--- config.mk ---
export PLATFORM = sky130hd
export DESIGN_NAME = nssm_div
export DESIGN_NICKNAME = d
export VERILOG_FILES = /design/src/rtl/core/noise_shake_slot_mixer_assert.svh /design/src/rtl/core/nssm_pkg.sv /design/src/rtl/core/nssm_div.sv
export SDC_FILE = /design/constraint.sdc
export NUM_CORES = 1
export LEC_CHECK = 0
export BUFFER_PORTS_ARGS = -buffer_cell sky130_fd_sc_hd__buf_4
export CAP_MARGIN = 20
export CORE_ASPECT_RATIO = 0.75
export CORE_UTILIZATION = 55
export DETAILED_ROUTE_END_ITERATION = 12
export PLACE_DENSITY = 0.78
export SYNTH_ARGS = -nofsm -noshare
export SYNTH_HDL_FRONTEND = slang
export SYNTH_SLANG_ARGS = --single-unit
--- constraint.sdc ---
create_clock -name i_clk -period 3.2 [get_ports i_clk]
set_input_delay 0.16 -clock i_clk [delete_from_list [all_inputs] [get_ports i_clk]]
set_output_delay 0.16 -clock i_clk [all_outputs]
set_load 0.1 [all_outputs]
--- src/rtl/core/noise_shake_slot_mixer_assert.svh ---
// assertion macros used by the shake slot mixer rtl
`ifndef NOISE_SHAKE_SLOT_MIXER_ASSERT_SVH
`define NOISE_SHAKE_SLOT_MIXER_ASSERT_SVH

// same-cycle implication, checked on the rising edge outside reset
`define NSSM_ASSERT_IMPL(lbl, clk, rst_n, ante, cons, msg) \
    lbl: assert property (@(posedge clk) disable iff (!rst_n) (ante) |-> (cons)) \
        else $error(msg);

// next-cycle implication, checked on the rising edge outside reset
`define NSSM_ASSERT_NEXT(lbl, clk, rst_n, ante, cons, msg) \
    lbl: assert property (@(posedge clk) disable iff (!rst_n) (ante) |=> (cons)) \
        else $error(msg);

`endif

--- src/rtl/core/nssm_pkg.sv ---
// ----------------------------------------------------------------------------
// nssm_pkg
// types, field codes and constants of the shake slot mixer
// ----------------------------------------------------------------------------
`default_nettype none

package nssm_pkg;

    // field widths
    localparam int TIME_W   = 24;
    localparam int SEED_W   = 32;
    localparam int AMP_W    = 16;
    localparam int AMPS_W   = 48;
    localparam int OUT_W    = 32;
    localparam int ACC_W    = 40;
    localparam int ENV_W    = 17;
    localparam int NOISE_W  = 25;
    localparam int SMTH_W   = 17;
    localparam int DIV_W    = 40;
    localparam int STREAMS  = 6;

    localparam int SLOTS_DEF = 16;

    localparam logic [TIME_W-1:0] TIME_MAX  = '1;
    localparam logic [ENV_W-1:0]  ENV_ONE   = 17'h10000;
    localparam logic [31:0]       HASH_MUL1 = 32'h7feb352d;
    localparam logic [31:0]       HASH_MUL2 = 32'h846ca68b;
    localparam logic [17:0]       SMOOTH_K  = 18'd196608;

    // seed offsets: position x,y,z then rotation x,y,z
    localparam logic [6:0] SEED_OFS [STREAMS] = '{7'd1, 7'd2, 7'd3, 7'd101, 7'd102, 7'd103};

    // item actions
    localparam logic ACT_WRITE = 1'b0;
    localparam logic ACT_TICK  = 1'b1;

    // field selector codes
    localparam logic [3:0] FLD_ACTIVE    = 4'd0;
    localparam logic [3:0] FLD_SEED      = 4'd1;
    localparam logic [3:0] FLD_ELAPSED   = 4'd2;
    localparam logic [3:0] FLD_DURATION  = 4'd3;
    localparam logic [3:0] FLD_BLEND_IN  = 4'd4;
    localparam logic [3:0] FLD_BLEND_OUT = 4'd5;
    localparam logic [3:0] FLD_FREQUENCY = 4'd6;
    localparam logic [3:0] FLD_POS_X     = 4'd7;
    localparam logic [3:0] FLD_POS_Y     = 4'd8;
    localparam logic [3:0] FLD_POS_Z     = 4'd9;
    localparam logic [3:0] FLD_ROT_X     = 4'd10;
    localparam logic [3:0] FLD_ROT_Y     = 4'd11;
    localparam logic [3:0] FLD_ROT_Z     = 4'd12;

    typedef struct packed {
        logic                      action;
        logic [3:0]                slot;
        logic [3:0]                field_sel;
        logic [31:0]               write_value;
        logic signed [TIME_W-1:0]  time_step;
    } t_in_item;

    typedef struct packed {
        logic signed [OUT_W-1:0] pos_x;
        logic signed [OUT_W-1:0] pos_y;
        logic signed [OUT_W-1:0] pos_z;
        logic signed [OUT_W-1:0] rot_x;
        logic signed [OUT_W-1:0] rot_y;
        logic signed [OUT_W-1:0] rot_z;
    } t_out_item;

    // one slot record as held in the slot memory
    typedef struct packed {
        logic               active;
        logic [SEED_W-1:0]  seed;
        logic [TIME_W-1:0]  elapsed;
        logic [TIME_W-1:0]  duration;
        logic [TIME_W-1:0]  blend_in;
        logic [TIME_W-1:0]  blend_out;
        logic [TIME_W-1:0]  frequency;
        logic [AMPS_W-1:0]  pos_amp;
        logic [AMPS_W-1:0]  rot_amp;
    } t_slot;

endpackage

`default_nettype wire

--- src/rtl/core/nssm_div.sv ---
// ----------------------------------------------------------------------------
// nssm_div
// restoring divider, one quotient bit per cycle
// ----------------------------------------------------------------------------
`default_nettype none

module nssm_div (
    input  wire logic                             i_clk,
    input  wire logic                             i_rst_n,
    input  wire logic                             i_start,
    input  wire logic [nssm_pkg::DIV_W-1:0]       i_num,
    input  wire logic [nssm_pkg::TIME_W-1:0]      i_den,
    output logic                                  o_done,
    output logic      [nssm_pkg::DIV_W-1:0]       o_quot
);

    localparam int NW = nssm_pkg::DIV_W;
    localparam int DW = nssm_pkg::TIME_W;
    localparam int CW = $clog2(NW + 1);

    logic          r_busy;
    logic          r_done;
    logic [CW-1:0] r_cnt;
    logic [NW-1:0] r_quo;
    logic [DW-1:0] r_rem;
    logic [DW-1:0] r_den;
    logic [DW:0]   trial;
    logic          ge;

    // trial subtraction of the shifted remainder
    assign trial = {r_rem, r_quo[NW-1]};
    assign ge    = (trial >= {1'b0, r_den});

    // control
    always_ff @(posedge i_clk) begin
        if (!i_rst_n) begin
            r_busy <= 1'b0;
            r_done <= 1'b0;
            r_cnt  <= '0;
        end else begin
            r_done <= 1'b0;
            if (i_start) begin
                r_busy <= 1'b1;
                r_cnt  <= CW'(NW);
            end else if (r_busy) begin
                r_cnt <= r_cnt - CW'(1);
                if (r_cnt == CW'(1)) begin
                    r_busy <= 1'b0;
                    r_done <= 1'b1;
                end
            end
        end
    end

    // datapath: quotient bits shift in where dividend bits leave
    always_ff @(posedge i_clk) begin
        if (i_start) begin
            r_quo <= i_num;
            r_rem <= '0;
            r_den <= i_den;
        end else if (r_busy) begin
            r_quo <= {r_quo[NW-2:0], ge};
            r_rem <= ge ? DW'(trial - {1'b0, r_den}) : trial[DW-1:0];
        end
    end

    assign o_done = r_done;
    assign o_quot = r_quo;

endmodule

`default_nettype wire

==> impl_metrics.ini <==
[critical_path]
r2r-start = o_quot[39]
slowest_stage = fa_1
crit_chain = inv_1 > ha_1 > fa_1 > nand2b_1 > a21oi_1 > o21ai_0 > a21oi_1 > xor2_1 > mux2i_1 > a211oi_1
rrSetupSlack_ns = 0.39
crit_buf_inv = 1
worst_path_most_repeated_cell = a21oi_1
worstPathRequired_ns = 3.47
end_kind = flop
crit_path_start = o_quot[39]
path_depth = 10
cpPeakStageDelay_ns = 0.41
worst-setup-path-type = reg2reg
crit_arrival_ns = 3.08
r2r_cells = 10
startpoint_type = flop
path_delay_family = compound AO/OA/AOI/OAI gates
r2r-end = r_rem[8]
endpoint = r_rem[8]
cp_max_fo = 4

[synth]
syn_nets = 567
synth_area_sq_um = 5240
ys_warn_count = 0
yosysTopAreaCell = edfxtp_1
netlist_instances = 473
synth_cell_types = 57
synth-edff-count = 64
avgSynthCellArea_sq_um = 11.1
yosysMostFrequentCell = edfxtp_1
synthFlopType = edfxtp_1
synth_top_area_frac = 0.367
seq_area_frac_synth = 0.489
synth_common_cells = edfxtp_1, mux2_2, nand2_1, dfxtp_1, inv_1
async_flop_share = 0
synth.ff_latch_count = 96
synth.area.top_cells = edfxtp_1, dfxtp_1, mux2_2

[pwr]
total_power_uw = 3500
leakage_uw = 0.00297
power_density_nw_per_um2 = 525
switchingPower_uw = 1210
p_sw_frac = 0.346
combPwrFrac = 0.287
peakVddDrop_v = 0.000498
pwr-share-clk = 0.286
p_seq_frac = 0.427
power.internal_uw = 2290

[route]
drt-initial-drc-count = 293
vias_per_cell = 5.59
routedWlPerCell_um = 16.2
drc_errors = 0
antenna_left = 0
drt_first_pass_iters = 5
via_count = 4100
routed_wirelength_mm = 11.9

[sta]
finalSetupViolations = 0
rsz0062_at_grt = no
setup_tns_ns = 0
finalMaxSlewViolations = 0
fin_crit_sh = 0.878
finalHoldViolations = 0
tightest_slew_ns = 0.919
clock_skew_ns = 0.00325
fmax_mhz = 356
period_minus_slack_ns = 2.81
slew_headroom = 0.385

[cells_and_area]
instances_no_fill = 733
final_cell_area_sq_um = 6670
final_util = 0.729
final_nets = 694
drive_gt1_frac = 0.298
area_growth_pct = 27.4
diodes = 0

[clock_network]
cts-htree-levels = 3
clock_latency_ns = 0.35
clk_pin_slew_ns = 0.06
cts_tree = done
clk_path_buf_depth = 2
cts_made_buffers = 9
cts.sinks = 96
clockRootBuffer = clkbuf_16

[floorplanning]
initial_core_util = 0.572
io_pins = 108
row_count = 30
fp.dieW_um = 115
die-area_sq_um = 9930
fp.dieH_um = 86.5
core_area_sq_um = 9160

[global_routing]
grt_max_degree = 60
grt_pass1_vias = 4119
grt_use_total = 0.252
grt-ovfl-total = 0
antenna_found_initial = 0
grt_pass1_wl_mm = 19.2

[min_path]
min_from = i_rst_n
hp-class = in2reg

[status]
status = complete, no violations

[placed_design]
placed_cells = 693
gp_congestion = 0.961
dpl-instance-area_sq_um = 6160
port_buffers = 107
hpwlAfterDp_mm = 8.46

[flow_run]
maxCapViolCount = 0
-- final cells by class --
class	instances	area [sq um]
Clock buffer	9	225
Inverter	33	124
Tap cell	128	160
Timing Repair Buffer	137	1100
Clock inverter	7	46.3
Multi-Input combinational cell	323	2450
Fill cell	684	2480
Sequential cell	96	2560
-- how the worst min path moves through the flow --
stage | end | slack [ns] | cells after the start
after floorplan | r_den[0] | 0.26 | 0
after global placement | r_den[23] | 0.34 | 1
after detailed placement | r_den[4] | 0.34 | 1
after CTS | r_busy | 0.06 | 2
after global routing | r_busy | 0.06 | 2
final | r_busy | 0.07 | 2
-- kinds of logic after synthesis --
| family | Yosys count | synth area share |
|---|---|---|
| adders and majority gates | 27 | 0.0659 |
| xor gates and xnor gates | 26 | 0.0435 |
| and+or+nand+nor | 110 | 0.0989 |
| DFF | 96 | 0.489 |
| AOI/OAI and AO/OA | 103 | 0.142 |
| buffers and inverters | 54 | 0.0425 |
| muxes | 57 | 0.118 |
-- layer usage --
layer,global-route usage,up-vias,share of wire
met5,0,-,0
met2,0.417,137,0.48
li1,-,1982,-
met3,0.0636,19,0.066
met1,0.324,1962,0.44
met4,0.0838,0,0.015
-- cell usage in the layout (no fill, tap or decap), drive strengths merged, types with 3 or more instances in the layout --
master and instances:
xnor2 19, nand2b 5, nor3b 3, a21o 14
xor2 7, a211oi 13, nand2 33, clkbuf 9
o21ai 24, mux2 40, inv 34, and3 5
nand4 5, nor2 30, a311oi 3, clkinv 4
edfxtp 64, a21oi 20, nor3 5, and2 4
dfxtp 32, a21boi 5, nor4 4, nand3 9
ha 26, dlygate4sd3 24, mux2i 17, buf 113
a221oi 3
-- what timing repair did --
| action | in CTS | in global routing |
|---|---|---|
| setup buffers | 0 | 0 |
| hold buffers | 24 | 0 |
| endpoints found under the hold margin | 24 | 0 |
| gates resized for setup | 0 | 0 |
-- registers in the layout, indices dropped and copies added, names as in the netlist --
register  cells
o_quot       40
r_busy        1
r_cnt         6
r_den        24
r_rem        24
o_done        1
-- per-stage QoR --
stage                     hold WS, ns  setup slack (ns)
final                          0.0675             0.390
after global routing           0.0644             0.205
after CTS                      0.0599             0.418
after detailed placement        0.339             0.447
after global placement          0.338             0.571
after floorplan                 0.259             0.218
-- power groups by stage --
stage | Combinational (uW) | Sequential (uW) | Clock [uW]
2_1_floorplan | 354 | 1890 | 0
3_3_place_gp | 959 | 1510 | 0
3_5_place_dp | 976 | 1520 | 0
4_1_cts | 1000 | 1490 | 1020
5_1_grt | 1060 | 1510 | 1070
6_report | 1000 | 1490 | 1000
Note: power is estimated with default switching activity, not from simulation.
