### src/rtl/core/noise_shake_slot_mixer_assert.svh
// assertion macros used by the shake slot mixer rtl
`ifndef NOISE_SHAKE_SLOT_MIXER_ASSERT_SVH
`define NOISE_SHAKE_SLOT_MIXER_ASSERT_SVH

// same-cycle implication, checked on the rising edge outside reset
`define NSSM_ASSERT_IMPL(lbl, clk, rst_n, ante, cons, msg) \
    lbl: assert property (@(posedge clk) disable iff (!rst_n) (ante) |-> (cons)) \
        else $error(msg);

// next-cycle implication, checked on the rising edge outside reset
`define NSSM_ASSERT_NEXT(lbl, clk, rst_n, ante, cons, msg) \
    lbl: assert property (@(posedge clk) disable iff (!rst_n) (ante) |=> (cons)) \
        else $error(msg);

`endif

### src/rtl/core/nssm_ram.sv
// ----------------------------------------------------------------------------
// nssm_ram
// generic single write port ram with registered read
// ----------------------------------------------------------------------------
`default_nettype none

module nssm_ram #(
    parameter int WIDTH = 8,
    parameter int DEPTH = 16,
    localparam int AW   = (DEPTH > 1) ? $clog2(DEPTH) : 1
) (
    input  wire logic             i_clk,
    input  wire logic             i_we,
    input  wire logic [AW-1:0]    i_waddr,
    input  wire logic [WIDTH-1:0] i_wdata,
    input  wire logic [AW-1:0]    i_raddr,
    output logic      [WIDTH-1:0] o_rdata
);

    logic [WIDTH-1:0] r_mem [DEPTH];

    // write port and registered read port
    always_ff @(posedge i_clk) begin
        if (i_we) begin
            r_mem[i_waddr] <= i_wdata;
        end
        o_rdata <= r_mem[i_raddr];
    end

endmodule

`default_nettype wire

### config.mk
export PLATFORM = sky130hd
export DESIGN_NAME = nssm_ram
export DESIGN_NICKNAME = d
export VERILOG_FILES = /design/src/rtl/core/noise_shake_slot_mixer_assert.svh /design/src/rtl/core/nssm_ram.sv
export SDC_FILE = /design/constraint.sdc
export NUM_CORES = 1
export LEC_CHECK = 0
export BUFFER_PORTS_ARGS = -buffer_cell sky130_fd_sc_hd__buf_2
export CORE_ASPECT_RATIO = 1.75
export CORE_MARGIN = 2
export CORE_UTILIZATION = 45
export DETAILED_ROUTE_END_ITERATION = 10
export PLACE_DENSITY = 0.74
export SLEW_MARGIN = 10
export SYNTH_ARGS = -nofsm -noshare
export SYNTH_HDL_FRONTEND = slang
export SYNTH_SLANG_ARGS = --single-unit
### constraint.sdc
create_clock -name i_clk -period 1.6 [get_ports i_clk]
set_input_delay 0.16 -clock i_clk [delete_from_list [all_inputs] [get_ports i_clk]]
set_output_delay 0.16 -clock i_clk [all_outputs]
set_load 0.005 [all_outputs]
==> metrics.cfg, run 1 <==
[setup_path]
critical_path_class = register to register
endpoint_kind = register
worstPathRequired_ns = 1.89
regToRegSetupSlack_ns = 0.24
startpoint_type = register
cp_max_fo = 1
worstPathArrival_ns = 1.65

[grt]
grt_max_degree = 33
track_usage = 0.170
grt_antenna_before_repair = 0
grt_pass1_wl_um = 14800
first_global_vias = 2612
grt-ovfl-total = 0

[min_path]
hp-class = primary input to register

[clock_tree]
cts_buffers = 17
clock_path_buffers = 2
ctsHoldBuffers = 0
cts_tree = yes
clockRootBuffer = clkbuf_16
clock-sinks = 136
post_cts_buffers = 0
ctsResizeCount = 0
worstSkewPairLatency_ns = 0.41
htreeDepth = 4
clk_pin_slew_ns = 0.06

[route]
wl_per_cell_um = 22.8
dr.pass1.iters = 4
via_count = 2510
finalWirelength_um = 9870
drt_iter0_drc = 219
via_per_inst = 5.80
ant_nets = 0
drc = 0

[place]
place_congestion = 0.739
hpwl_um = 6560
place_area_um2 = 5590
io_buffers = 25

[timing]
max_clock_freq_mhz = 737
skew_ns = 0.00903
worst_pin_slew_ns = 0.375
maxSlewViolCount = 0
max_slew_margin = 0.750
fin_crit_sh = 0.848
tns_ns = 0
hold_viol = 0
setup_viol = 0
rsz0062_at_grt = false
period_needed_ns = 1.36

[die]
die_h_um = 145
fp.dieArea_um2 = 12300
start_util = 0.461
row_count = 51
die_x_um = 84.9
core_um2 = 11200
num_io_pins = 26

[cells_and_area]
fin_util = 0.560
fillers = 772
fin_area_um2 = 6250
drive_above_1_share = 0.332
area_growth_pct = 21.5
num_antenna_cells = 0
final_nets = 306

[synthesis]
syn_inst = 229
yosys_warnings = 0
ys_seq_elements = 136
yosysTopAreaCell = edfxtp_1
yosysUniqueCellTypes = 19
avgSynthCellArea_um2 = 22.5
synthesis.area_um2 = 5150
synth_area_leaders = edfxtp_1 (75%), mux4_2 (7.9%), mux4_1 (7.1%)
synth.net_count = 247
synth_seq_area_share = 0.778
yosys.area.top_type_share = 0.747

[job]
cap_viol_max_count = 0

[outcome]
status = finished, final reports clean

[power]
power_leakage_uw = 0.00216
vdd_drop_max_mv = 1.13
powerDensity_nw_per_um2 = 1390

[worst max-delay path: stages, from the launching register on]
cell      delay (ns)
edfxtp_1        0.36
mux4_1          0.55
a22oi_1         0.24
nand2_1         0.09
[placed cells by master (no fill, tap or decap), drive strengths merged, types with 4 or more instances in the layout]
cell and n:
a22oi 16, buf 50, bufinv 6, clkbuf 18
clkinv 4, clkinvlp 4, dfxtp 8, edfxtp 128
mux4 32, nand2 9, nor2 13, nor3 4
[layout make-up]
class | count | area (µm²) | area share
Tap cell | 132 | 165 | 0.0264
Multi-Input combinational cell | 83 | 1060 | 0.170
Sequential cell | 136 | 4000 | 0.640
Timing Repair Buffer | 50 | 363 | 0.0580
Clock inverter | 14 | 229 | 0.0366
Clock buffer | 18 | 429 | 0.0686
[sequential cells by signal, summed over array words and instances (netlist names)]
register  count
r_mem       128
o_rdata       8
[metrics by stage]
step	setup WS, ns	power, µW	hold WS [ns]	cells
global route	0.212	8890	0.130	433
detailed placement	0.0184	4470	0.544	401
finish	0.243	8670	0.127	433
CTS	0.237	8730	0.123	433
global placement	0.0469	4450	0.541	401
floorplan	0.174	4280	0.259	229
[routing by layer]
layer	wire length, µm	track usage
met2	5710	0.304
met5	0	0
met4	229	0.0857
met3	419	0.0499
met1	3510	0.176
[Yosys cell counts (all sizes together)]
| cell | instances |
|---|---|
| or3b | 1 |
| nor2 | 13 |
| nand3b | 2 |
| and2 | 1 |
| nand2 | 9 |
| dfxtp | 8 |
| edfxtp | 128 |
| mux4 | 32 |
| nor2b | 1 |
| and2b | 1 |
| a22oi | 16 |
| nor3 | 4 |
| nand3 | 1 |
| nand2b | 2 |
| buf | 7 |
| clkdlybuf4s25 | 3 |
[report_power, final]
part           switching (µW)  internal, µW
registers                21.9          3980
clock network            1380          2900
logic                     207           173
[final timing paths]
check	startpoint	end	depth (start not counted)
worst max-delay path	r_mem[4][1]	o_rdata[1]	3
worst min-delay path	i_wdata[5]	r_mem[14][5]	1
worst max register to register	r_mem[4][1]	o_rdata[1]	3
worst min register to register	r_mem[14][1]	o_rdata[1]	3
[logic make-up (layout without fill, tap and decap cells)]
kind of cell | count (synthesis) | in the layout | share of synthesized area
AOI/OAI and AO/OA | 16 | 16 | 0.0233
and+or+nand+nor | 35 | 35 | 0.0318
DFF | 136 | 136 | 0.778
buffers and inverters | 10 | 82 | 0.0168
muxes | 32 | 32 | 0.150
(Power assumes the default switching activity.)
==> run 2, diff against run 1 <==
Clock period 1.6 ns to 1.2 ns, I/O delays scaled along.
==> run 2 against run 1 <==
The run now ends with setup timing left. Non-clock buffer count up 6. Largest cell class unchanged. Worst hold slack lost 0.034 ns. Register-to-register slack worse by 0.37 ns. Combinational power up 41%. Sequential cell count did not move. Clock skew hardly changed. Global-route usage rose by 0.23 points. Final area about the same.
==> metrics.cfg, run 2 (synthesis gave the netlist of run 1 again) <==
[outcome]
status = complete, but fails checks
violations = setup timing

[grt]
grt_max_degree = 18
grt_pass1_wl_um = 15200
track_usage = 0.172
grt-ovfl-total = 0
grt_antenna_before_repair = 0
first_global_vias = 2692

[route]
drc = 0
drt_iter0_drc = 189
wl_per_cell_um = 22.2
via_count = 2473
ant_nets = 0
via_per_inst = 5.63
dr.pass1.iters = 5
finalWirelength_um = 9740

[clock_tree]
clk_pin_slew_ns = 0.06
ctsHoldBuffers = 0
clock-sinks = 136
worstSkewPairLatency_ns = 0.41
cts_buffers = 17
cts_tree = yes
clockRootBuffer = clkbuf_16
post_cts_buffers = 0
htreeDepth = 4
clock_path_buffers = 2

[timing]
period_needed_ns = 1.32
skew_ns = 0.00915
tns_ns = -0.487
hold_viol = 0
setup_ws_ns = -0.123
fin_crit_sh = 1.10
maxSlewViolCount = 0
worst_pin_slew_ns = 0.865
setup_viol = 8
rsz0062_at_grt = true
max_clock_freq_mhz = 756
max_slew_margin = 0.421

[setup_path]
cp_slowest_cell = mux4_2
cp_num_buf_inv = 0
startpoint_type = register
cp_max_fo = 1
worstPathArrival_ns = 1.61
critPathMaxStageDelay_ns = 0.50
crit_family = multiplexers
path_cells = mux4_2 -> a22oi_2 -> nand2_1
endpoint_kind = register
critical_path_class = register to register
worstPathRequired_ns = 1.49

[cells_and_area]
num_antenna_cells = 0
final_nets = 312
largest_register_ffs = 128
drive_above_1_share = 0.414
fin_util = 0.560
fillers = 791
largest-register = r_mem
area_growth_pct = 21.4
fin_area_um2 = 6250
layout_common_cells = edfxtp_1 (128), mux4_2 (28), buf_2 (25), buf_4 (25), clkbuf_16 (17)
top_regs = r_mem: 128 flops, o_rdata: 8 flops
layout_commonest_cell = edfxtp_1

[power]
vdd_drop_max_mv = 1.14
power_leakage_uw = 0.00212
powerDensity_nw_per_um2 = 1710

[die]
row_count = 51
die_x_um = 84.9
start_util = 0.461
num_io_pins = 26
core_um2 = 11200
fp.dieArea_um2 = 12300
die_h_um = 145

[place]
hpwl_um = 6770
place_area_um2 = 5680
place_congestion = 0.754
io_buffers = 25

[min_path]
hp-class = primary input to register

[job]
cap_viol_max_count = 0

==> run 2: cell types whose count changed in the layout (fill, tap and decap cells not counted), moves of 3 or more <==
cell       change
clkinv_4       +3
mux4_1        -10
nor2_2         +3
buf_4          +4
mux4_2        +10
nor3_1         -3
nor2_1         -3
bufinv_16      -4
a22oi_1        -6
a22oi_2        +6
==> run 2: metal layers <==
layer | track usage | routed length (µm)
met2 | 0.314 | 5800
met3 | 0.0454 | 344
met1 | 0.183 | 3450
met4 | 0.0738 | 145
met5 | 0 | 0
==> run 2: cell type report <==
type	count	area (µm²)	area share
Clock buffer	18	429	0.0687
Tap cell	132	165	0.0264
Multi-Input combinational cell	83	1090	0.174
Timing Repair Buffer	56	433	0.0693
Clock inverter	14	134	0.0214
Sequential cell	136	4000	0.641
==> run 2: worst paths after layout <==
path                startpoint      endpoint  slack [ns]  cells after the start
setup / recovery   r_mem[3][6]    o_rdata[6]       -0.12                      3
hold / removal      i_wdata[7]  r_mem[13][7]        0.09                      1
setup reg to reg   r_mem[3][6]    o_rdata[6]       -0.12                      3
hold reg to reg   r_mem[15][3]    o_rdata[3]        0.67                      3
==> run 2: timing repair <==
action                                  in CTS  in global routing
cloned                                       0                  0
endpoints found under the setup margin       8                  8
pin swaps                                    5                  2
gates resized for setup                      9                  3
==> run 2: report_power, final <==
part	total, µW	switching (µW)	leakage [µW]	internal, µW
logic	539	286	0.000626	253
registers	5350	33.9	0.00122	5310
clock network	4830	1800	0.000274	3020
total	10700	2120	0.00212	8590
==> run 2: stage by stage <==
| stage | total power [µW] | std cells | worst slack (ns) | hold WS (ns) |
|---|---|---|---|---|
| floorplan | 5720 | 229 | -0.0563 | 0.219 |
| global placement | 5960 | 407 | -0.286 | 0.506 |
| detailed placement | 5980 | 407 | -0.316 | 0.505 |
| CTS | 10800 | 439 | -0.101 | 0.0800 |
| global route | 11000 | 439 | -0.153 | 0.0910 |
| finish | 10700 | 439 | -0.123 | 0.0928 |
==> run 3, diff against run 2 <==
Clock period 1.2 ns to 1.1 ns, I/O delays scaled along.
==> run 3 against run 2 <==
The flow still finishes with violations (setup timing). Register-to-register slack worse by 0.02 ns. Non-clock buffer count is 2 lower. Final area is 1.1% higher. Worst hold slack worse by 0.010 ns. Critical path depth stayed put. Global-route usage is 0.62 points lower. Via count is 3.3% lower. Worst setup slack worse by 0.023 ns. Routed wire length is 3.3% lower.
==> metrics.cfg, run 3 (synthesis gave the netlist of run 1 again) <==
[outcome]
status = complete, but fails checks
violations = setup timing

[place]
hpwl_um = 6500
place_congestion = 0.738
io_buffers = 25

[route]
wl_per_cell_um = 21.5
ant_nets = 0
drc = 0
dr.pass1.iters = 4
finalWirelength_um = 9420
drt_iter0_drc = 197
via_per_inst = 5.47
via_count = 2391

[setup_path]
worstPathRequired_ns = 1.39
endpoint_kind = register
r2r-start = r_mem[11][0]
rr_worst_depth = 3
regToRegSetupSlack_ns = -0.15
critPathLaunch = r_mem[11][0]
startpoint_type = register
cp-endpoint = o_rdata[0]
r2r-end = o_rdata[0]
cp_max_fo = 1
worstPathArrival_ns = 1.54
critical_path_class = register to register

[grt]
grt_max_degree = 20
grt_pass1_wl_um = 14500
first_global_vias = 2597
grt-ovfl-total = 0
grt_antenna_before_repair = 0
track_usage = 0.166

[power]
seqPwrFrac = 0.480
pwr-share-clk = 0.469
powerDensity_nw_per_um2 = 1920
pwr-share-comb = 0.050
p_sw_frac = 0.191
vdd_drop_max_mv = 1.26
power.switching_uw = 2320
power.total_uw = 12100
internal-power_uw = 9830
power_leakage_uw = 0.00212

[timing]
hold_viol = 0
tns_ns = -0.976
fin_crit_sh = 1.13
max_clock_freq_mhz = 803
skew_ns = 0.00627
worst_pin_slew_ns = 0.899
setup_viol = 8
rsz0062_at_grt = true
max_slew_margin = 0.398
period_needed_ns = 1.25
setup_ws_ns = -0.146
maxSlewViolCount = 0

[die]
num_io_pins = 26
die_x_um = 84.9
die_h_um = 145
core_um2 = 11200
row_count = 51
fp.dieArea_um2 = 12300
start_util = 0.461

[cells_and_area]
fillers = 794
area_growth_pct = 22.8
drive_above_1_share = 0.446
final_nets = 310
layout_commonest_cell = edfxtp_1
num_antenna_cells = 0
largest_register_ffs = 128
largest-register = r_mem
top_regs = r_mem: 128 flops, o_rdata: 8 flops
layout_common_cells = edfxtp_1 (128), mux4_2 (32), buf_2 (25)

[job]
cap_viol_max_count = 0

[clock_tree]
cts_buffers = 17
clock_path_buffers = 2
worstSkewPairLatency_ns = 0.41
clk_pin_slew_ns = 0.05
clock-sinks = 136
htreeDepth = 4
cts_tree = yes
clockRootBuffer = clkbuf_16
post_cts_buffers = 0

[min_path]
hp-class = primary input to register

==> run 3: how the worst min path moves through the flow <==
stage | from | end | slack (ns) | cells after the start
after floorplan | i_wdata[0] | r_mem[0][0] | 0.21 | 0
after global placement | o_rdata[0] | o_rdata[0] | 0.49 | 1
after CTS | i_wdata[1] | r_mem[7][1] | 0.07 | 1
after detailed placement | o_rdata[0] | o_rdata[0] | 0.50 | 1
after global routing | i_wdata[1] | r_mem[7][1] | 0.08 | 1
final | i_wdata[1] | r_mem[10][1] | 0.08 | 1
==> run 3: power by group through the flow <==
stage          sequential [µW]  combinational [µW]  clock [µW]
6_report                  5830                 611        5700
3_3_place_gp              5940                 574           0
5_1_grt                   5840                 666        5950
3_5_place_dp              5940                 591           0
4_1_cts                   5840                 614        5760
2_1_floorplan             5930                 331           0
==> run 3: critical path, cell delays in order (launching register included) <==
cell	delay, ns
edfxtp_1	0.38
mux4_2	0.50
a22oi_2	0.17
nand2_1	0.08
==> run 3: routing by layer <==
| layer | share of wire | wire length (µm) | vias up | GRT usage |
|---|---|---|---|---|
| met5 | 0 | 0 | - | 0 |
| met3 | 0.044 | 415 | 19 | 0.0471 |
| met4 | 0.034 | 320 | 0 | 0.0952 |
| li1 | - | - | 1083 | - |
| met2 | 0.55 | 5200 | 87 | 0.287 |
| met1 | 0.37 | 3490 | 1202 | 0.178 |
==> run 3: layout make-up <==
type	count	area [µm²]	area share
sequential	136	4000	0.634
multi-input combinational	83	1110	0.176
timing repair buffer	54	430	0.0681
clock buffer	17	425	0.0673
clock inverter	15	184	0.0291
tap	132	165	0.0261
==> run 3: what timing repair did <==
item	in CTS	in global routing
pin swaps	5	2
endpoints found under the setup margin	8	8
hold buffers	0	0
gates resized for setup	8	3
endpoints found under the hold margin	0	0
==> run 3: stage by stage <==
step           hold slack [ns]   util  cells  setup slack [ns]  instance area (µm²)
4_1_cts                 0.0750  0.565    437            -0.165                 6300
3_3_place_gp             0.491  0.506    405            -0.350                 5660
6_report                0.0826  0.566    437            -0.146                 6320
5_1_grt                 0.0777  0.566    437            -0.185                 6320
2_1_floorplan            0.209      -    229            -0.143                 5180
3_5_place_dp             0.499  0.506    405            -0.353                 5660
