<file path="src/rtl/core/noise_shake_slot_mixer_assert.svh">
// assertion macros used by the shake slot mixer rtl
`ifndef NOISE_SHAKE_SLOT_MIXER_ASSERT_SVH
`define NOISE_SHAKE_SLOT_MIXER_ASSERT_SVH

// same-cycle implication, checked on the rising edge outside reset
`define NSSM_ASSERT_IMPL(lbl, clk, rst_n, ante, cons, msg) \
    lbl: assert property (@(posedge clk) disable iff (!rst_n) (ante) |-> (cons)) \
        else $error(msg);

// next-cycle implication, checked on the rising edge outside reset
`define NSSM_ASSERT_NEXT(lbl, clk, rst_n, ante, cons, msg) \
    lbl: assert property (@(posedge clk) disable iff (!rst_n) (ante) |=> (cons)) \
        else $error(msg);

`endif

</file>
<file path="src/rtl/core/nssm_pkg.sv">
// ----------------------------------------------------------------------------
// nssm_pkg
// types, field codes and constants of the shake slot mixer
// ----------------------------------------------------------------------------
`default_nettype none

package nssm_pkg;

    // field widths
    localparam int TIME_W   = 24;
    localparam int SEED_W   = 32;
    localparam int AMP_W    = 16;
    localparam int AMPS_W   = 48;
    localparam int OUT_W    = 32;
    localparam int ACC_W    = 40;
    localparam int ENV_W    = 17;
    localparam int NOISE_W  = 25;
    localparam int SMTH_W   = 17;
    localparam int DIV_W    = 40;
    localparam int STREAMS  = 6;

    localparam int SLOTS_DEF = 16;

    localparam logic [TIME_W-1:0] TIME_MAX  = '1;
    localparam logic [ENV_W-1:0]  ENV_ONE   = 17'h10000;
    localparam logic [31:0]       HASH_MUL1 = 32'h7feb352d;
    localparam logic [31:0]       HASH_MUL2 = 32'h846ca68b;
    localparam logic [17:0]       SMOOTH_K  = 18'd196608;

    // seed offsets: position x,y,z then rotation x,y,z
    localparam logic [6:0] SEED_OFS [STREAMS] = '{7'd1, 7'd2, 7'd3, 7'd101, 7'd102, 7'd103};

    // item actions
    localparam logic ACT_WRITE = 1'b0;
    localparam logic ACT_TICK  = 1'b1;

    // field selector codes
    localparam logic [3:0] FLD_ACTIVE    = 4'd0;
    localparam logic [3:0] FLD_SEED      = 4'd1;
    localparam logic [3:0] FLD_ELAPSED   = 4'd2;
    localparam logic [3:0] FLD_DURATION  = 4'd3;
    localparam logic [3:0] FLD_BLEND_IN  = 4'd4;
    localparam logic [3:0] FLD_BLEND_OUT = 4'd5;
    localparam logic [3:0] FLD_FREQUENCY = 4'd6;
    localparam logic [3:0] FLD_POS_X     = 4'd7;
    localparam logic [3:0] FLD_POS_Y     = 4'd8;
    localparam logic [3:0] FLD_POS_Z     = 4'd9;
    localparam logic [3:0] FLD_ROT_X     = 4'd10;
    localparam logic [3:0] FLD_ROT_Y     = 4'd11;
    localparam logic [3:0] FLD_ROT_Z     = 4'd12;

    typedef struct packed {
        logic                      action;
        logic [3:0]                slot;
        logic [3:0]                field_sel;
        logic [31:0]               write_value;
        logic signed [TIME_W-1:0]  time_step;
    } t_in_item;

    typedef struct packed {
        logic signed [OUT_W-1:0] pos_x;
        logic signed [OUT_W-1:0] pos_y;
        logic signed [OUT_W-1:0] pos_z;
        logic signed [OUT_W-1:0] rot_x;
        logic signed [OUT_W-1:0] rot_y;
        logic signed [OUT_W-1:0] rot_z;
    } t_out_item;

    // one slot record as held in the slot memory
    typedef struct packed {
        logic               active;
        logic [SEED_W-1:0]  seed;
        logic [TIME_W-1:0]  elapsed;
        logic [TIME_W-1:0]  duration;
        logic [TIME_W-1:0]  blend_in;
        logic [TIME_W-1:0]  blend_out;
        logic [TIME_W-1:0]  frequency;
        logic [AMPS_W-1:0]  pos_amp;
        logic [AMPS_W-1:0]  rot_amp;
    } t_slot;

endpackage

`default_nettype wire

</file>
<file path="src/rtl/core/nssm_hash.sv">
// ----------------------------------------------------------------------------
// nssm_hash
// three stage lowbias32 integer hash
// ----------------------------------------------------------------------------
`default_nettype none

module nssm_hash (
    input  wire logic        i_clk,
    input  wire logic        i_rst_n,
    input  wire logic        i_start,
    input  wire logic [31:0] i_x,
    output logic             o_done,
    output logic      [31:0] o_hash
);

    logic [2:0]  r_vld;
    logic [31:0] r_x1;
    logic [31:0] r_y;
    logic [31:0] r_z;
    logic [31:0] y_mix;

    assign y_mix = r_y ^ (r_y >> 15);

    // stage valid bits
    always_ff @(posedge i_clk) begin
        if (!i_rst_n) begin
            r_vld <= '0;
        end else begin
            r_vld <= {r_vld[1:0], i_start};
        end
    end

    // xor-shift, multiply, xor-shift and multiply
    always_ff @(posedge i_clk) begin
        r_x1 <= i_x ^ (i_x >> 16);
        r_y  <= 32'(r_x1 * nssm_pkg::HASH_MUL1);
        r_z  <= 32'(y_mix * nssm_pkg::HASH_MUL2);
    end

    assign o_done = r_vld[2];
    assign o_hash = r_z ^ (r_z >> 16);

endmodule

`default_nettype wire

</file>
<file path="config.mk">
export PLATFORM = sky130hd
export DESIGN_NAME = nssm_hash
export DESIGN_NICKNAME = d
export VERILOG_FILES = /design/src/rtl/core/noise_shake_slot_mixer_assert.svh /design/src/rtl/core/nssm_pkg.sv /design/src/rtl/core/nssm_hash.sv
export SDC_FILE = /design/constraint.sdc
export NUM_CORES = 1
export LEC_CHECK = 0
export BUFFER_PORTS_ARGS = -buffer_cell sky130_fd_sc_hd__buf_2
export CAP_MARGIN = 20
export CORE_ASPECT_RATIO = 0.5
export CORE_MARGIN = 10
export CORE_UTILIZATION = 50
export DETAILED_ROUTE_END_ITERATION = 10
export PLACE_DENSITY_LB_ADDON = 0.1
export SLEW_MARGIN = 25
export SYNTH_ARGS = -nofsm -noshare
export SYNTH_HDL_FRONTEND = slang
export SYNTH_SLANG_ARGS = --single-unit
</file>
<file path="constraint.sdc">
create_clock -name i_clk -period 8.8 [get_ports i_clk]
set_input_delay 1.32 -clock i_clk [delete_from_list [all_inputs] [get_ports i_clk]]
set_output_delay 1.32 -clock i_clk [all_outputs]
set_load 0.05 [all_outputs]
</file>
==> flow_summary.json, run 1 <==
{
  "ios": 68,
  "drt_iter0_drc": 618,
  "tns_ns": 0,
  "async_flop_share": 0,
  "die_x_um": 299,
  "clkSlewWorstSetupHoldPaths_ns": 0.09,
  "drt_pre_antenna_iters": 5,
  "h-tree-depth": 3,
  "viasPerCell": 4.91,
  "dp_hpwl_um": 42300,
  "endpoint_kind": "flip-flop",
  "grt_overflow_total": 0,
  "min_path_type": "reg -> reg",
  "grt_usage": 0.208,
  "arrival_ns": 7.32,
  "num_antenna_cells": 0,
  "finalClockSkew_ns": 0.0248,
  "avgSynthCellArea_um2": 10.2,
  "maxCapViolations": 0,
  "met1_usage": 0.277,
  "synth_nets": 2683,
  "path_class": "reg -> reg",
  "worstPathMaxFanout": 6,
  "num_vias": 12314,
  "grt_pass1_vias": 13411,
  "numPortBuffers": 67,
  "grt_max_degree": 17,
  "fmax_mhz": 142,
  "yosysTopAreaCellShare": 0.368,
  "nets": 2753,
  "die_area_um2": 47700,
  "numCtsBuffers": 9,
  "holdBufCountCts": 0,
  "drive_gt1_frac": 0.0493,
  "place_congestion": 0.901,
  "cts_resized": 0,
  "root_buffer": "clkbuf_16",
  "seq_area_frac_synth": 0.102,
  "synth_top_flop_cell": "dfxtp_1",
  "coreArea_um2": 37900,
  "clk_latency_ns": 0.40,
  "yosysWarnings": 0,
  "outcome": "finished clean",
  "worstSetupStartpointType": "flip-flop",
  "syn_area_um2": 19500,
  "cts_tree": "yes",
  "synth_edf_count": 0,
  "grt_use_met3": 0.0352,
  "routedWlPerCell_um": 19.1,
  "clockBufferDepth": 2,
  "grt_antenna_before_repair": 0,
  "synth_cell_types": 46,
  "synthTopCellsByArea": "fa_1, ha_1, inv_1",
  "synth-seq-cells": 99,
  "final.min_clock_period_ns": 7.07,
  "cts_setup_buffers": 0,
  "grt_pass1_wl_um": 76300,
  "use_met2": 0.347,
  "synthToLayoutAreaGrowth_pct": 6.35,
  "cts_sinks": 99,
  "finalCritPeriodShare": 0.803,
  "drtAntennaViolNets": 0,
  "slew_headroom": 0.300,
  "finalWirelength_um": 48000,
  "synthCells": 1914,
  "synth_top_area_cell": "fa_1",
  "cp.required_ns": 9.06,
  "core.rowCount": 50,
  "setup_violations": 0,
  "rsz0062_at_grt": "false",
  "slew_violations": 0,
  "start_util": 0.514,
  "drcViolationCount": 0,
  "worst_slew_pin_slew_ns": 1.05,
  "top_usage_layer": "met2",
  "hold_viol": 0,
  "fp.dieH_um": 160
}
layout by cell type, fill, tap and decap left out, types with 9 or more instances in the layout:
master and count:
a21o_1 29, a21oi_1 41, buf_2 67, buf_4 10, clkbuf_16 9, dfxtp_1 99
fa_1 358, ha_1 376, inv_1 605, nand2_1 25, nand3_1 12, nor2_1 40
nor3_1 10, o21a_1 11, o21ai_0 18, o21bai_1 11, xnor2_1 116, xor2_1 71
path summary, 6_finish.rpt:
check                 from  endpoint  slack, ns  depth (start not counted)
setup / recovery   r_y[24]   r_z[29]       1.73                         23
hold / removal    r_vld[0]  r_vld[1]       0.43                          1
setup reg to reg   r_y[24]   r_z[29]       1.73                         23
hold reg to reg   r_vld[0]  r_vld[1]       0.43                          1
cell type report:
cell class | instances | area, um2
flip-flops and latches | 99 | 1980
clock buffers | 11 | 243
well taps | 520 | 651
multi-input cells | 1192 | 15100
inverters | 605 | 2270
repair buffers | 77 | 410
clock inverters | 5 | 60.1
fillers | 3499 | 17200
Yosys cell counts, types with 2 or more instances:
cell	number
a211o_1	2
a31oi_1	8
o21ai_0	18
buf_4	16
nand4_1	5
o311ai_0	2
a21oi_1	41
nor2_1	40
a211oi_1	7
nand2b_1	5
o2111ai_1	2
o21bai_1	11
nor3_1	10
xor2_1	71
ha_1	376
fa_1	358
and3_1	7
o22ai_1	4
o41ai_1	2
nand2_1	25
o211ai_1	4
mux2i_1	2
a21o_1	29
clkbuf_1	2
nand3_1	12
dfxtp_1	99
xnor2_1	116
inv_1	605
and2_1	8
o21a_1	11
logic make-up after synthesis:
family	count (synthesis)	share of synthesized area
adder cells (fa/ha/maj)	734	0.610
buffers and inverters	623	0.123
XOR/XNOR	187	0.0841
AO/OA/AOI/OAI	149	0.0506
AND/OR/NAND/NOR	120	0.0296
flip-flops	99	0.102
multiplexers	2	0.00103
through the flow:
stage	cell area, um2	std cells	hold slack [ns]	util	worst slack (ns)
floorplan	19500	1914	0.406	-	2.50
global placement	20400	2493	0.408	0.538	1.85
detailed placement	20400	2493	0.416	0.538	1.83
CTS	20700	2509	0.436	0.546	1.79
global route	20700	2509	0.443	0.546	1.46
finish	20700	2509	0.430	0.546	1.73
layer usage:
metal / vias up / part of all wire
met5: - / 0
met4: 0 / 0.020
met3: 61 / 0.044
met2: 244 / 0.47
met1: 6092 / 0.46
li1: 5917 / -
worst max-delay path, stage by stage (launching register included):
cell and delay (ns):
dfxtp_1 0.41, xnor2_1 0.70, inv_1 0.28, ha_1 0.44
ha_1 0.25, fa_1 0.52, inv_1 0.06, fa_1 0.49
inv_1 0.05, fa_1 0.50, inv_1 0.05, fa_1 0.52
inv_1 0.05, fa_1 0.39, fa_1 0.47, ha_1 0.39
a21o_1 0.20, a21o_1 0.17, a21oi_1 0.13, o21ai_0 0.11
nor2_1 0.10, o21ai_0 0.17, a31oi_1 0.31, o311ai_0 0.16
state kept, by name (all words and copies together), names as in the netlist:
name   flops
r_x1      32
r_y       32
r_z       32
r_vld      3
Power of run 1 is left out: the tool's default activity adds up to more than one toggle a clock period on the data nets, which glitch-free logic cannot reach.
==> inputs of run 2 (changes only) <==
Clock period 8.8 ns to 6.4 ns, I/O delays scaled along.
==> flow_summary.json, run 2 (synthesis results as in run 1) <==
{
  "drive_gt1_frac": 0.0994,
  "postLayoutCoreUtil": 0.565,
  "ios": 68,
  "cts_sinks": 99,
  "grt_overflow_total": 0,
  "drt_pre_antenna_iters": 5,
  "num_antenna_cells": 0,
  "routedWlPerCell_um": 18.5,
  "dp_slack_ns": 0.0800,
  "r2r-end": "r_y[29]",
  "drcViolationCount": 0,
  "h-tree-depth": 3,
  "clk_latency_ns": 0.40,
  "fin_cells": 2592,
  "drt_iter0_drc": 527,
  "slew_violations": 0,
  "multi_input_area_um2": 15200,
  "top_regs": "r_x1 (32), r_y (32), r_z (32)",
  "min_from": "r_vld[0]",
  "holdPathEnd": "r_vld[1]",
  "path_class": "reg -> reg",
  "nets": 2836,
  "final_cell_mix": "inv_1, ha_1, fa_1, xnor2_1, buf_4",
  "setup_violations": 0,
  "coreArea_um2": 37900,
  "die_x_um": 299,
  "arrival_ns": 6.46,
  "cp.required_ns": 6.68,
  "worst_slew_pin_slew_ns": 0.603,
  "rr_worst_depth": 20,
  "fp.dieH_um": 160,
  "finalCritPeriodShare": 0.966,
  "final_common_cell": "inv_1",
  "place_inst": 2575,
  "worstPathMaxFanout": 4,
  "drtAntennaViolNets": 0,
  "cts_tree": "yes",
  "grt_usage": 0.205,
  "numPortBuffers": 67,
  "root_buffer": "clkbuf_16",
  "ff_latch_area_um2": 1990,
  "viasPerCell": 4.81,
  "clkSlewWorstSetupHoldPaths_ns": 0.08,
  "hold_viol": 0,
  "start_util": 0.514,
  "slew_headroom": 0.597,
  "regToRegSetupSlack_ns": 0.22,
  "grt_antenna_before_repair": 0,
  "numCtsBuffers": 9,
  "core.rowCount": 50,
  "synthToLayoutAreaGrowth_pct": 10.1,
  "rsz0062_at_grt": "false",
  "maxCapViolations": 0,
  "holdPathStages": 1,
  "min_path_type": "reg -> reg",
  "endpoint_kind": "flip-flop",
  "grt_pass1_vias": 13636,
  "setup_slack_ns": 0.218,
  "dp_hpwl_um": 43200,
  "die_area_um2": 47700,
  "timing.rr.start": "r_x1[11]",
  "fill_cells": 3463,
  "clockBufferDepth": 2,
  "place_congestion": 0.951,
  "grt_pass1_wl_um": 75200,
  "num_vias": 12467,
  "finalClockSkew_ns": 0.0196,
  "tns_ns": 0,
  "worstSetupStartpointType": "flip-flop",
  "finalWirelength_um": 47900,
  "fmax_mhz": 162,
  "outcome": "finished clean",
  "grt_max_degree": 19,
  "final.min_clock_period_ns": 6.18
}
-- run 2: cell types whose count changed in the layout (fill, tap and decap cells not counted), sizes merged --
cell and change:
clkinv +2, bufinv -1, buf +83, clkbuf -1
-- run 2: what timing repair did --
item,in CTS,in global routing
gates resized for setup,0,26
hold buffers,0,0
setup endpoints to repair,0,7
buffers inserted,0,1
-- run 2: routing by layer --
metal / track usage / vias to the layer above / part of all wire / routed length (um)
met5: 0 / - / 0 / 0
met3: 0.0446 / 72 / 0.047 / 2270
met1: 0.264 / 6085 / 0.45 / 21600
li1: - / 6070 / - / -
met2: 0.342 / 240 / 0.47 / 22600
met4: 0.0613 / 0 / 0.030 / 1430
-- run 2: cell type report --
class / instances / area share
Timing Repair Buffer: 160 / 0.0484
Multi-Input combinational cell: 1192 / 0.708
Sequential cell: 99 / 0.0931
Clock inverter: 6 / 0.00274
Inverter: 605 / 0.106
Clock buffer: 10 / 0.0112
Tap cell: 520 / 0.0304
-- run 2: metrics by stage --
| step | hold WS [ns] | cell area [um2] |
|---|---|---|
| floorplan | 0.406 | 19500 |
| detailed placement | 0.416 | 21000 |
| finish | 0.430 | 21400 |
| global placement | 0.408 | 21000 |
| global route | 0.449 | 21400 |
| CTS | 0.435 | 21300 |
-- run 2: worst max-delay path, cell delays in order (launching register included) --
cell and delay, ns:
dfxtp_2 0.36, ha_1 0.33, fa_1 0.49, inv_1 0.06, fa_1 0.56, fa_1 0.44, fa_1 0.54, inv_1 0.05
fa_1 0.44, fa_1 0.49, inv_1 0.05, fa_1 0.47, inv_1 0.04, ha_1 0.32, a21o_1 0.19, a21oi_2 0.15
o22ai_1 0.09, a211o_1 0.30, a21o_1 0.22, or3b_1 0.34, and3_1 0.17
-- run 2: worst max-delay path by stage --
stage,slack (ns),depth (start not counted),end,startpoint
final,0.22,20,r_y[29],r_x1[11]
after global routing,0.0005,21,r_y[29],r_x1[9]
after CTS,0.06,21,r_y[29],r_x1[11]
after detailed placement,0.08,21,r_y[29],r_x1[11]
after global placement,0.18,17,r_y[31],r_x1[1]
after floorplan,0.1,23,r_z[30],r_y[23]
Power of run 2 is left out for the same reason.
==> inputs of run 3 (changes only) <==
--- a/config.mk
+++ b/config.mk
@@ -14,2 +14,3 @@
 export PLACE_DENSITY_LB_ADDON = 0.1
+export REMOVE_ABC_BUFFERS = 1
 export SLEW_MARGIN = 25
==> constraint.sdc (replaced) <==
create_clock -name i_clk -period 6.4 [get_ports i_clk]
set_input_delay 0.64 -clock i_clk [delete_from_list [all_inputs] [get_ports i_clk]]
set_output_delay 0.64 -clock i_clk [all_outputs]
set_load 0.05 [all_outputs]
==> flow_summary.json, run 3 (synthesis results as in run 1) <==
{
  "outcome": "finished clean",
  "worstSetupStartpointType": "flip-flop",
  "cts_setup_buffers": 0,
  "clkSlewWorstSetupHoldPaths_ns": 0.09,
  "dp_hpwl_um": 43300,
  "drive_gt1_frac": 0.0994,
  "grt_max_degree": 19,
  "clk_latency_ns": 0.39,
  "maxCapViolations": 0,
  "start_util": 0.514,
  "slew_headroom": 0.632,
  "num_antenna_cells": 0,
  "rsz0062_at_grt": "true",
  "top_regs": "r_x1 (32), r_y (32), r_z (32)",
  "routedWlPerCell_um": 18.6,
  "drtAntennaViolNets": 0,
  "grt_usage": 0.208,
  "worst_path_most_repeated_cell": "fa_1",
  "fin_cells": 2592,
  "holdBufCountCts": 0,
  "final.min_clock_period_ns": 6.20,
  "holdPathStages": 1,
  "worst-path-buf-inv": 4,
  "grt_pass1_vias": 13864,
  "arrival_ns": 6.46,
  "cp.required_ns": 6.65,
  "worstPathMaxFanout": 4,
  "h-tree-depth": 3,
  "ios": 68,
  "slew_violations": 0,
  "numPortBuffers": 67,
  "grt_antenna_before_repair": 1,
  "die_x_um": 299,
  "core.rowCount": 50,
  "fmax_mhz": 161,
  "min_path_type": "in -> reg",
  "coreArea_um2": 37900,
  "clockBufferDepth": 2,
  "synthToLayoutAreaGrowth_pct": 10.1,
  "place_congestion": 0.950,
  "cts_sinks": 99,
  "drt_pre_antenna_iters": 4,
  "fp.dieH_um": 160,
  "num_vias": 12510,
  "grt_overflow_total": 0,
  "nets": 2836,
  "grt_pass1_wl_um": 77000,
  "cp.depth": 20,
  "root_buffer": "clkbuf_16",
  "final_common_cell": "inv_1",
  "place_inst": 2576,
  "viasPerCell": 4.83,
  "path_class": "reg -> reg",
  "crit_family": "adder cells",
  "final_cell_mix": "inv_1, ha_1, fa_1, xnor2_1, buf_4",
  "setup_violations": 0,
  "slowest_stage": "fa_1",
  "drt_iter0_drc": 499,
  "finalWirelength_um": 48200,
  "cts_resized": 0,
  "worst_slew_pin_slew_ns": 0.550,
  "die_area_um2": 47700,
  "cts_tree": "yes",
  "finalClockSkew_ns": 0.0189,
  "max_stage_delay_ns": 0.56,
  "numCtsBuffers": 9,
  "finalCritPeriodShare": 0.969,
  "tns_ns": 0,
  "crit_chain": "ha_1 > fa_1 > inv_1 > fa_1 > fa_1 > fa_1 > inv_1 > fa_1 > fa_1 > inv_1 > fa_1 > inv_1 > ha_1 > and3_4 > and3_1 > a32oi_2 > nand2_1 > o211ai_1 > or4b_1 > o311ai_0",
  "hold_viol": 0,
  "rr_worst_depth": 20,
  "drcViolationCount": 0,
  "endpoint_kind": "flip-flop"
}
## run 3: path summary, 6_finish.rpt
kind                   end  slack, ns     start
setup / recovery   r_y[28]       0.20  r_x1[11]
setup reg to reg   r_y[28]       0.20  r_x1[11]
hold / removal    r_x1[16]       0.37   i_x[16]
hold reg to reg   r_vld[1]       0.43  r_vld[0]
## run 3: final cells by class
| cell class | count | area [um2] |
|---|---|---|
| flip-flops and latches | 99 | 2000 |
| fillers | 3435 | 16500 |
| inverters | 605 | 2270 |
| well taps | 520 | 651 |
| clock buffers | 9 | 225 |
| repair buffers | 160 | 1060 |
| clock inverters | 7 | 85.1 |
| multi-input cells | 1192 | 15100 |
## run 3: routing by layer
metal / wire length [um] / share of wire / up-vias / GRT usage
met5: 0 / 0 / - / 0
met4: 1110 / 0.023 / 0 / 0.0523
met3: 1300 / 0.027 / 51 / 0.0285
met2: 23300 / 0.48 / 182 / 0.355
met1: 22500 / 0.47 / 6187 / 0.275
li1: - / - / 6090 / -
## run 3: stage by stage
| stage | hold WS [ns] | cell area (um2) | util | setup WS, ns |
|---|---|---|---|---|
| 3_3_place_gp | 0.408 | 21100 | 0.555 | 0.159 |
| 2_1_floorplan | 0.406 | 19300 | - | 0.161 |
| 4_1_cts | 0.353 | 21400 | 0.564 | 0.0191 |
| 6_report | 0.369 | 21400 | 0.566 | 0.195 |
| 3_5_place_dp | 0.419 | 21100 | 0.555 | 0.0587 |
| 5_1_grt | 0.361 | 21400 | 0.566 | -0.102 |
Power of run 3 is left out for the same reason.
